[src/ptts_pkg.sv]
// package for the periodic task tick scheduler
// holds sizes, command codes, the scan token and the cell control bundle
// no dependencies
package ptts_pkg;

  localparam int TASKS      = 8;
  localparam int COUNT_BITS = 16;
  localparam int IDX_W      = (TASKS > 1) ? $clog2(TASKS) : 1;
  localparam int SCAN_W     = $clog2(TASKS + 1);

  localparam logic [31:0] CNT_MAX32 = 32'((64'd1 << COUNT_BITS) - 64'd1);

  // command codes of an input transaction
  typedef enum logic [1:0] {
    CMD_TICK    = 2'd0,
    CMD_LOAD    = 2'd1,
    CMD_RESTART = 2'd2,
    CMD_NONE    = 2'd3
  } cmd_t;

  // configuration register indexes
  localparam logic REG_POLICY = 1'b0;
  localparam logic REG_COUNT  = 1'b1;

  // best candidate so far, passed from cell to cell
  typedef struct packed {
    logic             found;
    logic [31:0]      key;
    logic [IDX_W-1:0] idx;
  } token_t;

  // control broadcast from the sequencer to every cell
  typedef struct packed {
    logic             load;
    logic [2:0]       load_idx;
    logic [15:0]      exec_time;
    logic [15:0]      period;
    logic             restart;
    logic             arm;
    logic             grant;
    logic [IDX_W-1:0] grant_idx;
    logic             edf;
    logic [31:0]      now;
  } cell_ctl_t;

  // execution time clipped to the remaining counter range
  function automatic logic [COUNT_BITS-1:0] sat_count(input logic [15:0] ex);
    logic [31:0] wide;
    wide = {16'b0, ex};
    if (wide > CNT_MAX32) begin
      return COUNT_BITS'(CNT_MAX32);
    end
    return COUNT_BITS'(wide);
  endfunction

endpackage

[src/periodic_task_tick_scheduler_top.sv]
// top level of the periodic task tick scheduler: apb registers, sequencer, cell chain
// depends on ptts_pkg and ptts_cell
//
//  channel   handshake              payload
//  input     start & !busy          in_command, in_task_index, in_exec_time, in_period
//  result    out_strobe, one cycle  out_running_task, out_idle, out_tick_time
//  config    psel&penable&pwrite    paddr[2] selects policy_mode or task_count
//
// a load or restart transaction is taken while idle and busy stays low
// after a tick is taken busy stays high through ST_ARM, which re-arms all cells, ST_SCAN,
// in which the best candidate ripples through the cell chain, and ST_GRANT, which grants it
// the result strobe follows in the cycle after the grant, when start is taken again
// rst_n is synchronous; run state and time clear, stored entries are kept as is
// the receiver cannot stall, so the result is shown for exactly one cycle
module periodic_task_tick_scheduler_top (
  input  logic        clk,
  input  logic        rst_n,
  input  logic        start,
  output logic        busy,
  input  logic [1:0]  in_command,
  input  logic [2:0]  in_task_index,
  input  logic [15:0] in_exec_time,
  input  logic [15:0] in_period,
  output logic        out_strobe,
  output logic [2:0]  out_running_task,
  output logic        out_idle,
  output logic [31:0] out_tick_time,
  input  logic        psel,
  input  logic        penable,
  input  logic        pwrite,
  input  logic [2:0]  paddr,
  input  logic [31:0] pwdata,
  output logic [31:0] prdata,
  output logic        pready
);
  import ptts_pkg::*;

  typedef enum logic [1:0] {
    ST_IDLE,
    ST_ARM,
    ST_SCAN,
    ST_GRANT
  } state_t;

  state_t            state_r;
  logic [SCAN_W-1:0] scan_cnt_r;
  logic              policy_r;
  logic [3:0]        task_count_r;
  logic [31:0]       now_r;
  logic              strobe_r;
  logic [2:0]        run_task_r;
  logic              idle_r;
  logic [31:0]       tick_time_r;
  logic              accept;
  logic              cfg_wr;
  cmd_t              cmd;
  cell_ctl_t         ctl;
  token_t            tok [TASKS];
  token_t            best;

  assign cmd    = cmd_t'(in_command);
  assign accept = start && !busy;
  assign busy   = (state_r != ST_IDLE);
  assign pready = 1'b1;
  assign cfg_wr = psel && penable && pwrite && pready;
  assign best   = tok[TASKS-1];

  // configuration registers
  always_ff @(posedge clk) begin
    if (!rst_n) begin
      policy_r     <= 1'b0;
      task_count_r <= '0;
    end else if (cfg_wr) begin
      case (paddr[2])
        REG_POLICY: policy_r     <= pwdata[0];
        REG_COUNT:  task_count_r <= pwdata[3:0];
        default: ;
      endcase
    end
  end

  always_comb begin
    case (paddr[2])
      REG_POLICY: prdata = {31'b0, policy_r};
      REG_COUNT:  prdata = {28'b0, task_count_r};
      default:    prdata = '0;
    endcase
  end

  // control broadcast to the cells
  always_comb begin
    ctl.load      = accept && (cmd == CMD_LOAD);
    ctl.load_idx  = in_task_index;
    ctl.exec_time = in_exec_time;
    ctl.period    = in_period;
    ctl.restart   = accept && (cmd == CMD_RESTART);
    ctl.arm       = (state_r == ST_ARM);
    ctl.grant     = (state_r == ST_GRANT) && best.found;
    ctl.grant_idx = best.idx;
    ctl.edf       = policy_r;
    ctl.now       = now_r;
  end

  // sequencer, time counter and result registers
  always_ff @(posedge clk) begin
    if (!rst_n) begin
      state_r    <= ST_IDLE;
      scan_cnt_r <= '0;
      now_r      <= '0;
      strobe_r   <= 1'b0;
    end else begin
      strobe_r <= 1'b0;
      case (state_r)
        ST_IDLE: begin
          if (ctl.restart) begin
            now_r <= '0;
          end else if (accept && (cmd == CMD_TICK)) begin
            state_r <= ST_ARM;
          end
        end
        ST_ARM: begin
          scan_cnt_r <= '0;
          state_r    <= ST_SCAN;
        end
        ST_SCAN: begin
          scan_cnt_r <= scan_cnt_r + SCAN_W'(1);
          if (scan_cnt_r == SCAN_W'(TASKS - 1)) begin
            state_r <= ST_GRANT;
          end
        end
        ST_GRANT: begin
          strobe_r    <= 1'b1;
          run_task_r  <= best.found ? 3'(32'(best.idx)) : 3'd0;
          idle_r      <= !best.found;
          tick_time_r <= now_r;
          now_r       <= now_r + 32'd1;
          state_r     <= ST_IDLE;
        end
        default: state_r <= ST_IDLE;
      endcase
    end
  end

  assign out_strobe       = strobe_r;
  assign out_running_task = run_task_r;
  assign out_idle         = idle_r;
  assign out_tick_time    = tick_time_r;

  // chain of task cells, lowest index first so ties keep the lower index
  for (genvar k = 0; k < TASKS; k++) begin : g_cell
    token_t tin;
    logic   en;
    if (k == 0) begin : g_head
      assign tin = '0;
    end else begin : g_link
      assign tin = tok[k-1];
    end
    assign en = ({28'b0, task_count_r} > 32'(k));
    ptts_cell u_cell (
      .clk       (clk),
      .rst_n     (rst_n),
      .ctl       (ctl),
      .cell_id   (IDX_W'(k)),
      .en        (en),
      .tok_in    (tin),
      .tok_out_r (tok[k])
    );
  end

endmodule

[src/ptts_cell.sv]
// one task entry of the scheduler chain: stored entry, run state, compare stage
// depends on ptts_pkg
module ptts_cell (
  input  logic                      clk,
  input  logic                      rst_n,
  input  ptts_pkg::cell_ctl_t       ctl,
  input  logic [ptts_pkg::IDX_W-1:0] cell_id,
  input  logic                      en,
  input  ptts_pkg::token_t          tok_in,
  output ptts_pkg::token_t          tok_out_r
);
  import ptts_pkg::*;

  logic [15:0]           exec_r;
  logic [15:0]           period_r;
  logic [COUNT_BITS-1:0] remain_r, remain_nxt;
  logic [31:0]           release_r, release_nxt;
  logic [31:0]           deadline_r, deadline_nxt;
  token_t                tok_nxt;
  logic [31:0]           key;
  logic                  pending;
  logic                  load_hit;

  assign load_hit = ctl.load && (32'(ctl.load_idx) == 32'(cell_id));

  // entry store, written by load transactions only
  always_ff @(posedge clk) begin
    if (load_hit) begin
      exec_r   <= ctl.exec_time;
      period_r <= ctl.period;
    end
  end

  // run state: restart, re-arm at release, decrement on grant
  always_comb begin
    remain_nxt   = remain_r;
    release_nxt  = release_r;
    deadline_nxt = deadline_r;
    if (ctl.restart) begin
      remain_nxt   = '0;
      release_nxt  = '0;
      deadline_nxt = '0;
    end else if (ctl.arm && en && (release_r == ctl.now)) begin
      remain_nxt   = sat_count(exec_r);
      deadline_nxt = ctl.now + {16'b0, period_r};
      release_nxt  = release_r + {16'b0, period_r};
    end else if (ctl.grant && (ctl.grant_idx == cell_id)) begin
      remain_nxt = remain_r - COUNT_BITS'(1);
    end
  end

  always_ff @(posedge clk) begin
    if (!rst_n) begin
      remain_r   <= '0;
      release_r  <= '0;
      deadline_r <= '0;
    end else begin
      remain_r   <= remain_nxt;
      release_r  <= release_nxt;
      deadline_r <= deadline_nxt;
    end
  end

  // compare stage: keep the incoming token unless this entry beats it
  assign pending = en && (remain_r != '0);
  assign key     = ctl.edf ? ((deadline_r - ctl.now) ^ 32'h8000_0000) : {16'b0, period_r};

  always_comb begin
    tok_nxt = tok_in;
    if (pending && (!tok_in.found || (key < tok_in.key))) begin
      tok_nxt.found = 1'b1;
      tok_nxt.key   = key;
      tok_nxt.idx   = cell_id;
    end
  end

  always_ff @(posedge clk) begin
    tok_out_r <= tok_nxt;
  end

endmodule

[config.mk]
export PLATFORM = sky130hd
export DESIGN_NAME = periodic_task_tick_scheduler_top
export DESIGN_NICKNAME = d
export VERILOG_FILES = /design/src/ptts_pkg.sv /design/src/periodic_task_tick_scheduler_top.sv /design/src/ptts_cell.sv
export SDC_FILE = /design/constraint.sdc
export NUM_CORES = 2
export LEC_CHECK = 0
export BUFFER_PORTS_ARGS = -buffer_cell sky130_fd_sc_hd__buf_2
export CELL_PAD_IN_SITES_DETAIL_PLACEMENT = 1
export CELL_PAD_IN_SITES_GLOBAL_PLACEMENT = 2
export CORE_UTILIZATION = 36
export DETAILED_ROUTE_END_ITERATION = 6
export GPL_TIMING_DRIVEN = 0
export PLACE_DENSITY = 0.77
export SKIP_CTS_REPAIR_TIMING = 1
export SKIP_LAST_GASP = 1
export SYNTH_ARGS = -nofsm -noshare
export SYNTH_HDL_FRONTEND = slang
export SYNTH_SLANG_ARGS = --single-unit
[constraint.sdc]
create_clock -name clk -period 6.8 [get_ports clk]
set_input_delay 1.02 -clock clk [delete_from_list [all_inputs] [get_ports clk]]
set_output_delay 1.02 -clock clk [all_outputs]
set_load 0.02 [all_outputs]
# Word level (Yosys, flattened, before mapping)

Index checks and enable logic that the tools add are counted.

Bits in latches: 0
Memory bits (writable): 0
Flip-flop bits (word level): 1232
Memories kept: 0
Bits in read-only memories: 0
Output and inout bits: 71
Input bits: 78
Logic and storage cells: 304

Shift-type cells: 0
Magnitude comparators: 15
Multiply operators: 0
Reductions and logical operators: 100
Divide/modulo/power cells: 0
Add/sub/neg operators: 34
Eq/ne operators: 32
Muxes and demuxes: 40
Bitwise operators: 10

Operators by type and width:

| cell                    | count |
|---|---|
| $add A32 B16 Y32        | 16 |
| $mux W32                | 9 |
| $eq A32 B32 Y1          | 8 |
| $mux W16                | 16 |
| $sub A32 B32 Y32        | 8 |
| $lt A32 B32 Y1          | 7 |
| $mux W35                | 6 |
| $pmux W32 S2            | 2 |
| $reduce_bool A16 Y1     | 8 |
| $sub A16 B1 Y16 const B | 8 |
| $logic_and A1 B1 Y1     | 54 |
| $mux W36                | 1 |
| $add A32 B1 Y32 const B | 1 |
| $eq A3 B3 Y1 const B    | 8 |
| $reduce_bool A2 Y1      | 11 |
| $gt A4 B3 Y1 const B    | 4 |
| $eq A3 B2 Y1 const B    | 4 |
| $not A1 Y1              | 10 |
| $reduce_and A2 Y1       | 5 |
| $logic_not A1 Y1        | 9 |
| $gt A4 B1 Y1 const B    | 2 |
| $gt A4 B2 Y1 const B    | 2 |
| $ne A2 B2 Y1 const B    | 4 |
| $pmux W2 S4             | 1 |
| 13 further kinds        | 27 |

# Longest topological paths before layout

Depth after elaboration: 7
Mapped depth: 26
Mapped depth without buffers: 24

# By module

Synthesis repeated with hierarchy kept, for this count alone.

Cells, all modules: 10161
Area total of the unflattened synthesis: 86699.4 um2

Modules (own cells, without submodules):

| module                            | seq. area each (um2) | area an instance (um2) | cells an instance | times used |
|---|---|---|---|---|
| ptts_cell at g_cell[2].u_cell ... | 3283.1               | 10555.1                | 1264              | 3 |
| ptts_cell at g_cell[5].u_cell ... | 3283.1               | 10243.6                | 1222              | 2 |
| ptts_cell at g_cell[0].u_cell     | 3283.1               | 10411.2                | 1229              | 1 |
| ptts_cell at g_cell[7].u_cell     | 3283.1               | 10268.6                | 1191              | 1 |
| ptts_cell at g_cell[1].u_cell     | 3283.1               | 10174.8                | 1167              | 1 |
| periodic_task_tick_scheduler_top  | 1961.9               | 3692.3                 | 338               | 1 |

# Least setup slack after synthesis

OpenSTA, ideal clock, no wires.

Kind: register -> register
Start point: reg now_r[1]
End point: reg g_cell[5].u_cell.tok_out_r[10] (netlist bit)
Slack: 0.534 ns
Stages on the path, launching flop included: 22
Arrival: 6.145 ns
Library setup time: 0.121 ns
Path buffers: 2
Period minus slack after synthesis: 6.266 ns
Required time: 6.679 ns
Cells stage by stage: dfxtp_1 > buf_6 > inv_1 > fa_1 > a211oi_1 > o21ai_0 > and4_1 > or4b_2 > a31o_2 > a211o_1 > nand2_1 > nor3b_1 > ha_1 > a21o_1 > a21oi_1 > o211a_1 > nor2_1 > a211oi_1 > o221ai_1 > a21oi_1 > clkbuf_1 > mux2_2

RTL lines:

| what                   | RTL line                                | text |
|---|---|---|
| start, declared        | periodic_task_tick_scheduler_top.sv:49  | `logic [31:0] now_r;` |
| start signal, assigned | periodic_task_tick_scheduler_top.sv:136 | `now_r <= now_r + 32'd1;` |
| end signal, assigned   | ptts_cell.sv:78                         | `tok_out_r <= tok_nxt;` |
| end, declared          | ptts_cell.sv:10                         | `output ptts_pkg::token_t tok_out_r` |

# Worst setup path after layout

Start point: reg policy_r
End point: reg g_cell[7].u_cell.tok_out_r[1] (netlist bit)

Longest elaborated chain between the ends: 4

RTL lines:

| what                   | RTL line                               | text |
|---|---|---|
| start, declared        | periodic_task_tick_scheduler_top.sv:47 | `logic policy_r;` |
| start signal, assigned | periodic_task_tick_scheduler_top.sv:75 | `REG_POLICY: policy_r <= pwdata[0];` |
| $mux W32               | ptts_cell.sv:66                        | `assign key = ctl.edf ? ((deadline_r - ctl.now) ^ 32'h8000_0000) : {16'b0, period_r};` |
| $lt A32 B32 Y1         | ptts_cell.sv:70                        | `if (pending && (!tok_in.found \|\| (key < tok_in.key))) begin` |
| $logic_or A1 B1 Y1     | ptts_cell.sv:70                        |  |
| $logic_and A1 B1 Y1    | ptts_cell.sv:70                        |  |
| end signal, assigned   | ptts_cell.sv:78                        |  |
| end, declared          | ptts_cell.sv:10                        |  |

Every way passes these cells.
A chain may end at the register's enable or synchronous reset.

==> impl_table.tex <==
\begin{tabular}{lr}
\hline
Metric & Value \\
\hline
\multicolumn{2}{l}{\textbf{Timing}} \\
Worst Skew & 0.0431 ns \\
Setup-violating endpoint count in the final report & 3 \\
Number of failing hold endpoints at the final stage & 0 \\
Number of slew-limit violations in the final report & 22 \\
Final min period & 6.86 ns \\
Slew at the pin closest to its max-slew limit & 1.65 ns \\
Worst Hold Slack & 0.414 ns \\
Max Clock Freq & 0.146 GHz \\
Slew margin rel. & -9.94\% \\
Total Negative Setup Slacks & -0.145 ns \\
Final period utilization & 101\% \\
RSZ-0062 raised after global routing & yes \\
Smallest setup slack after layout & -0.0588 ns \\
\multicolumn{2}{l}{\textbf{Yosys}} \\
Compound-Gate Fraction of Synth Area & 17.5\% \\
Fraction of the mapped netlist area in adder cells & 12.1\% \\
Predominant post-synthesis flop cell & sky130\_fd\_sc\_hd\_\_dfxtp\_1 \\
Largest area contributor in the synthesized netlist & sky130\_fd\_sc\_hd\_\_dfxtp\_1 \\
Number of storage elements in the synthesis netlist & 1,225 \\
Netlist area before placement & 0.0799 sq mm \\
Main combinational cell family by area after synthesis & simple AND/OR/NAND/NOR gates \\
Mux cell area share after synthesis & 3.52\% \\
Share of synthesized area occupied by flip-flops and latches & 34.3\% \\
Number of enable-type register cells in the synthesized netlist & $\sim$290 \\
Leading cell types by total area after synthesis & sky130\_fd\_sc\_hd\_\_dfxtp\_1 (23\%), sky130\_fd\_sc\_hd\_\_ha\_1 (12\%), sky130\_fd\_sc\_hd\_\_edfxtp\_1 (11\%) \\
Ys async rst share & 0\% \\
Share of the synthesized area in the top cell type & 23.4\% \\
YS warnings & 0 \\
Share of synthesized cell area in and, or, nand and nor gates & 17.8\% \\
XOR/XNOR share of the synthesized area & between 10\% and 20\% \\
Synth cell types & 84 \\
Mean instance size in the synthesized netlist & 8.62 sq um \\
Gate Count Post-Synth & 9,267 \\
\multicolumn{2}{l}{\textbf{Detailed routing}} \\
Overall routed net length & 394,000 um \\
Number of optimization iterations in the first detailed-route pass & 5 \\
Remaining DRCs & 0 \\
Mean routed wirelength per cell & 30.8 um \\
Number of vias per cell after detailed routing & 5.78 \\
Antenna-violating nets left & 0 \\
Starting DRT DRC Count & 5,834 \\
Vias after detailed routing & roughly 74,000 \\
\multicolumn{2}{l}{\textbf{Finish}} \\
Post-route cell area & 0.0921 sq mm \\
Commonest cells after routing, fill and taps aside & sky130\_fd\_sc\_hd\_\_dfxtp\_1 (912), sky130\_fd\_sc\_hd\_\_nor2\_1 (879), sky130\_fd\_sc\_hd\_\_nand2\_1 (788), sky130\_fd\_sc\_hd\_\_ha\_1 (735), sky130\_fd\_sc\_hd\_\_a21oi\_1 (718) \\
Fill cell total of the finished layout & between 20,000 and 30,000 \\
Nets & around 11,000 \\
Ratio of cells with drive above 1 in the final layout & 9.93\% \\
Synthesis-to-finish area growth & 15.3\% \\
Post-route non-filler standard cell count & 12,800 \\
Most frequent standard cell in the layout excluding fill and tap cells & sky130\_fd\_sc\_hd\_\_dfxtp\_1 \\
\multicolumn{2}{l}{\textbf{Pwr}} \\
Net switching share of the total power & 28.6\% \\
Internal cell power & 13.8 mW \\
Total Power Consumption & 19.3 mW \\
Highest ir drop seen on vdd & 0.250 mV \\
P\_leak & 37.2 nW \\
Combinational share of power & 12.9\% \\
Power spent charging and discharging nets & 5.51 mW \\
Relative contribution of the clock network to total power & a little under half \\
Sequential group share of total power & 40.1\% \\
Pwr Density & 209 mW/mm\^{}2 \\
\multicolumn{2}{l}{\textbf{Floorplan}} \\
Initial Utilization & a little over a third \\
Core ar. & 0.220 sq mm \\
Die boundary height & 473 um \\
Die area & 0.224 sq mm \\
\# IOs & 149 \\
FP Rows & 172 \\
Horizontal extent of the die & between 400 and 500 um \\
\multicolumn{2}{l}{\textbf{Place}} \\
Global placement routability congestion & 0.975 \\
Total of buffers placed on input and output ports & just under 90 \\
Final HPWL DP & between 300,000 and 400,000 um \\
Inst Count DP & between 10,000 and 15,000 \\
Area of placed instances & 0.0849 sq mm \\
\multicolumn{2}{l}{\textbf{Global route}} \\
Overall track demand over capacity in global routing & 34.4\% \\
Initial antenna violation count & 37 \\
Total congestion overflow after global routing & 0 \\
Global-route wire length before repair & between 500,000 and 600,000 um \\
Number of global-route vias before repair & 73,000 \\
Largest net degree at the start of global routing & 38 \\
\multicolumn{2}{l}{\textbf{CTS}} \\
Clk buf depth & 3 \\
TritonCTS Buffers & 155 \\
Clock transition at the register clock pins on the worst setup and hold paths after CTS & 0.06 ns \\
Clock tree from TritonCTS & done \\
Clock tree root driver cell & sky130\_fd\_sc\_hd\_\_clkbuf\_16 \\
Count of clock tree sinks & 1,225 \\
Source-to-sink clock delay at the later pin of the worst-skew pair & 0.83 ns \\
Count of H-tree levels built during CTS & 4 \\
\multicolumn{2}{l}{\textbf{Flow run}} \\
Max-capacitance violation count & 2 \\
\multicolumn{2}{l}{\textbf{Setup path}} \\
CP arrival & 7.55 ns \\
Critical-path maximum fanout & 13 \\
CP endpoint kind & register \\
Buffer and inverter count on the worst path & 4 \\
Register-to-Register Setup Slack & -0.06 ns \\
Library cell contributing the largest single delay on the critical path & sky130\_fd\_sc\_hd\_\_clkbuf\_2 \\
Largest incremental delay on the critical path & roughly 0.76 ns \\
Critical Path Source Type & register \\
Cell type group with the largest total delay on the critical path & compound AO/OA/AOI/OAI gates \\
Worst Path Required & roughly 7.5 ns \\
Worst setup path category & reg -> reg \\
Crit-path cells & clkbuf\_2, clkbuf\_2, clkbuf\_2, clkbuf\_2, o21ai\_0, ha\_1, a21o\_1, a21o\_1, a21o\_1, a21o\_1, a2111oi\_1, o21ai\_0, a31oi\_1, or2\_2 \\
\multicolumn{2}{l}{\textbf{Outcome}} \\
Status & complete, but fails checks \\
Failing checks & capacitance limit, slew limit, setup timing \\
\multicolumn{2}{l}{\textbf{Worst hold path}} \\
Worst min-delay path class & reg -> reg \\
\hline
\end{tabular}
flip-flops by register name, summed over array words and instances (netlist names):
name,count
out_idle,1
g_cell.u_cell.period_r,128
scan_cnt_r,4
out_running_task,3
g_cell.u_cell.remain_r,128
task_count_r,4
g_cell.u_cell.deadline_r,256
g_cell.u_cell.exec_r,128
out_tick_time,32
out_strobe,1
g_cell.u_cell.release_r,256
policy_r,1
now_r,32
g_cell.u_cell.tok_out_r,249
state_r,2
area by class of cell:
type | instances | area, sq um | area share, %
Antenna cell | 26 | 65.1 | 0.0706
Buffer | 378 | 1820 | 1.98
Clock buffer | 197 | 4240 | 4.60
Clock inverter | 93 | 1290 | 1.40
Inverter | 478 | 1890 | 2.05
Multi-Input combinational cell | 7206 | 49700 | 53.9
Sequential cell | 1225 | 27500 | 29.9
Tap cell | 2958 | 3700 | 4.02
Timing Repair Buffer | 232 | 1930 | 2.09
worst paths after layout:
check / endpoint / start / cells after the start
min reg2reg: g_cell[3].u_cell.tok_out_r[0]$_SDFF_PP1_ / g_cell[2].u_cell.tok_out_r[0]$_SDFF_PP0_ / 1
max: g_cell[7].u_cell.tok_out_r[1]$_SDFF_PP1_ / policy_r$_SDFFE_PN0P_ / 14
max reg2reg: g_cell[7].u_cell.tok_out_r[1]$_SDFF_PP1_ / policy_r$_SDFFE_PN0P_ / 14
min: g_cell[3].u_cell.tok_out_r[0]$_SDFF_PP1_ / g_cell[2].u_cell.tok_out_r[0]$_SDFF_PP0_ / 1
routing by layer:
layer / up-vias / part of all wire, % / track usage (%)
li1: 33800 / - / -
met1: 36900 / 43 / 45.1
met2: 2493 / 45 / 54.1
met3: 702 / 7.0 / 6.44
met4: 8 / 5.0 / 16.4
met5: - / 0.013 / 0
power by group through the flow:
stage          sequential [mW]  combinational [mW]  clock [mW]
2_1_floorplan             7.84                1.44           0
3_3_place_gp              7.89                2.32           0
3_5_place_dp              7.89                2.38           0
4_1_cts                   7.73                2.40        9.16
5_1_grt                   7.74                2.64        9.45
6_report                  7.73                2.49        9.06
cells by family (layout without fill, tap and decap cells):
logic type,Yosys count,after routing
xor+xnor,954,954
mux,261,261
buf+inv,863,1378
flops,1225,1225
fa+ha+maj,759,759
compound gates,2227,2227
other cells,2,55
simple gates,2976,2976
Yosys cell counts (32+ instances only):
cell type / number
sky130_fd_sc_hd__a211oi_1: 237
sky130_fd_sc_hd__a21boi_0: 34
sky130_fd_sc_hd__a21o_1: 247
sky130_fd_sc_hd__a21oi_1: 723
sky130_fd_sc_hd__a31oi_1: 69
sky130_fd_sc_hd__and2_1: 88
sky130_fd_sc_hd__and3_1: 98
sky130_fd_sc_hd__buf_1: 41
sky130_fd_sc_hd__clkbuf_1: 301
sky130_fd_sc_hd__dfxtp_1: 933
sky130_fd_sc_hd__edfxtp_1: 292
sky130_fd_sc_hd__ha_1: 735
sky130_fd_sc_hd__inv_1: 468
sky130_fd_sc_hd__mux2_2: 157
sky130_fd_sc_hd__mux2i_1: 104
sky130_fd_sc_hd__nand2_1: 788
sky130_fd_sc_hd__nand2b_1: 92
sky130_fd_sc_hd__nand3_1: 193
sky130_fd_sc_hd__nand4_1: 117
sky130_fd_sc_hd__nor2_1: 889
sky130_fd_sc_hd__nor2b_1: 94
sky130_fd_sc_hd__nor3_1: 205
sky130_fd_sc_hd__nor4_1: 116
sky130_fd_sc_hd__o211ai_1: 47
sky130_fd_sc_hd__o21a_1: 89
sky130_fd_sc_hd__o21ai_0: 465
sky130_fd_sc_hd__o21bai_1: 50
sky130_fd_sc_hd__o31ai_1: 45
sky130_fd_sc_hd__or2_2: 46
sky130_fd_sc_hd__or3_1: 105
sky130_fd_sc_hd__or4_1: 32
sky130_fd_sc_hd__xnor2_1: 597
sky130_fd_sc_hd__xor2_1: 354
through the flow:
| step | setup slack (ns) | utilization, % |
|---|---|---|
| floorplan | 0.534 | - |
| global placement | -4.45 | 38.2 |
| detailed placement | -4.07 | 38.6 |
| CTS | -4.13 | 41.1 |
| global route | -0.0560 | 41.8 |
| finish | -0.0588 | 41.8 |
Note: power is estimated with default switching activity, not from simulation.
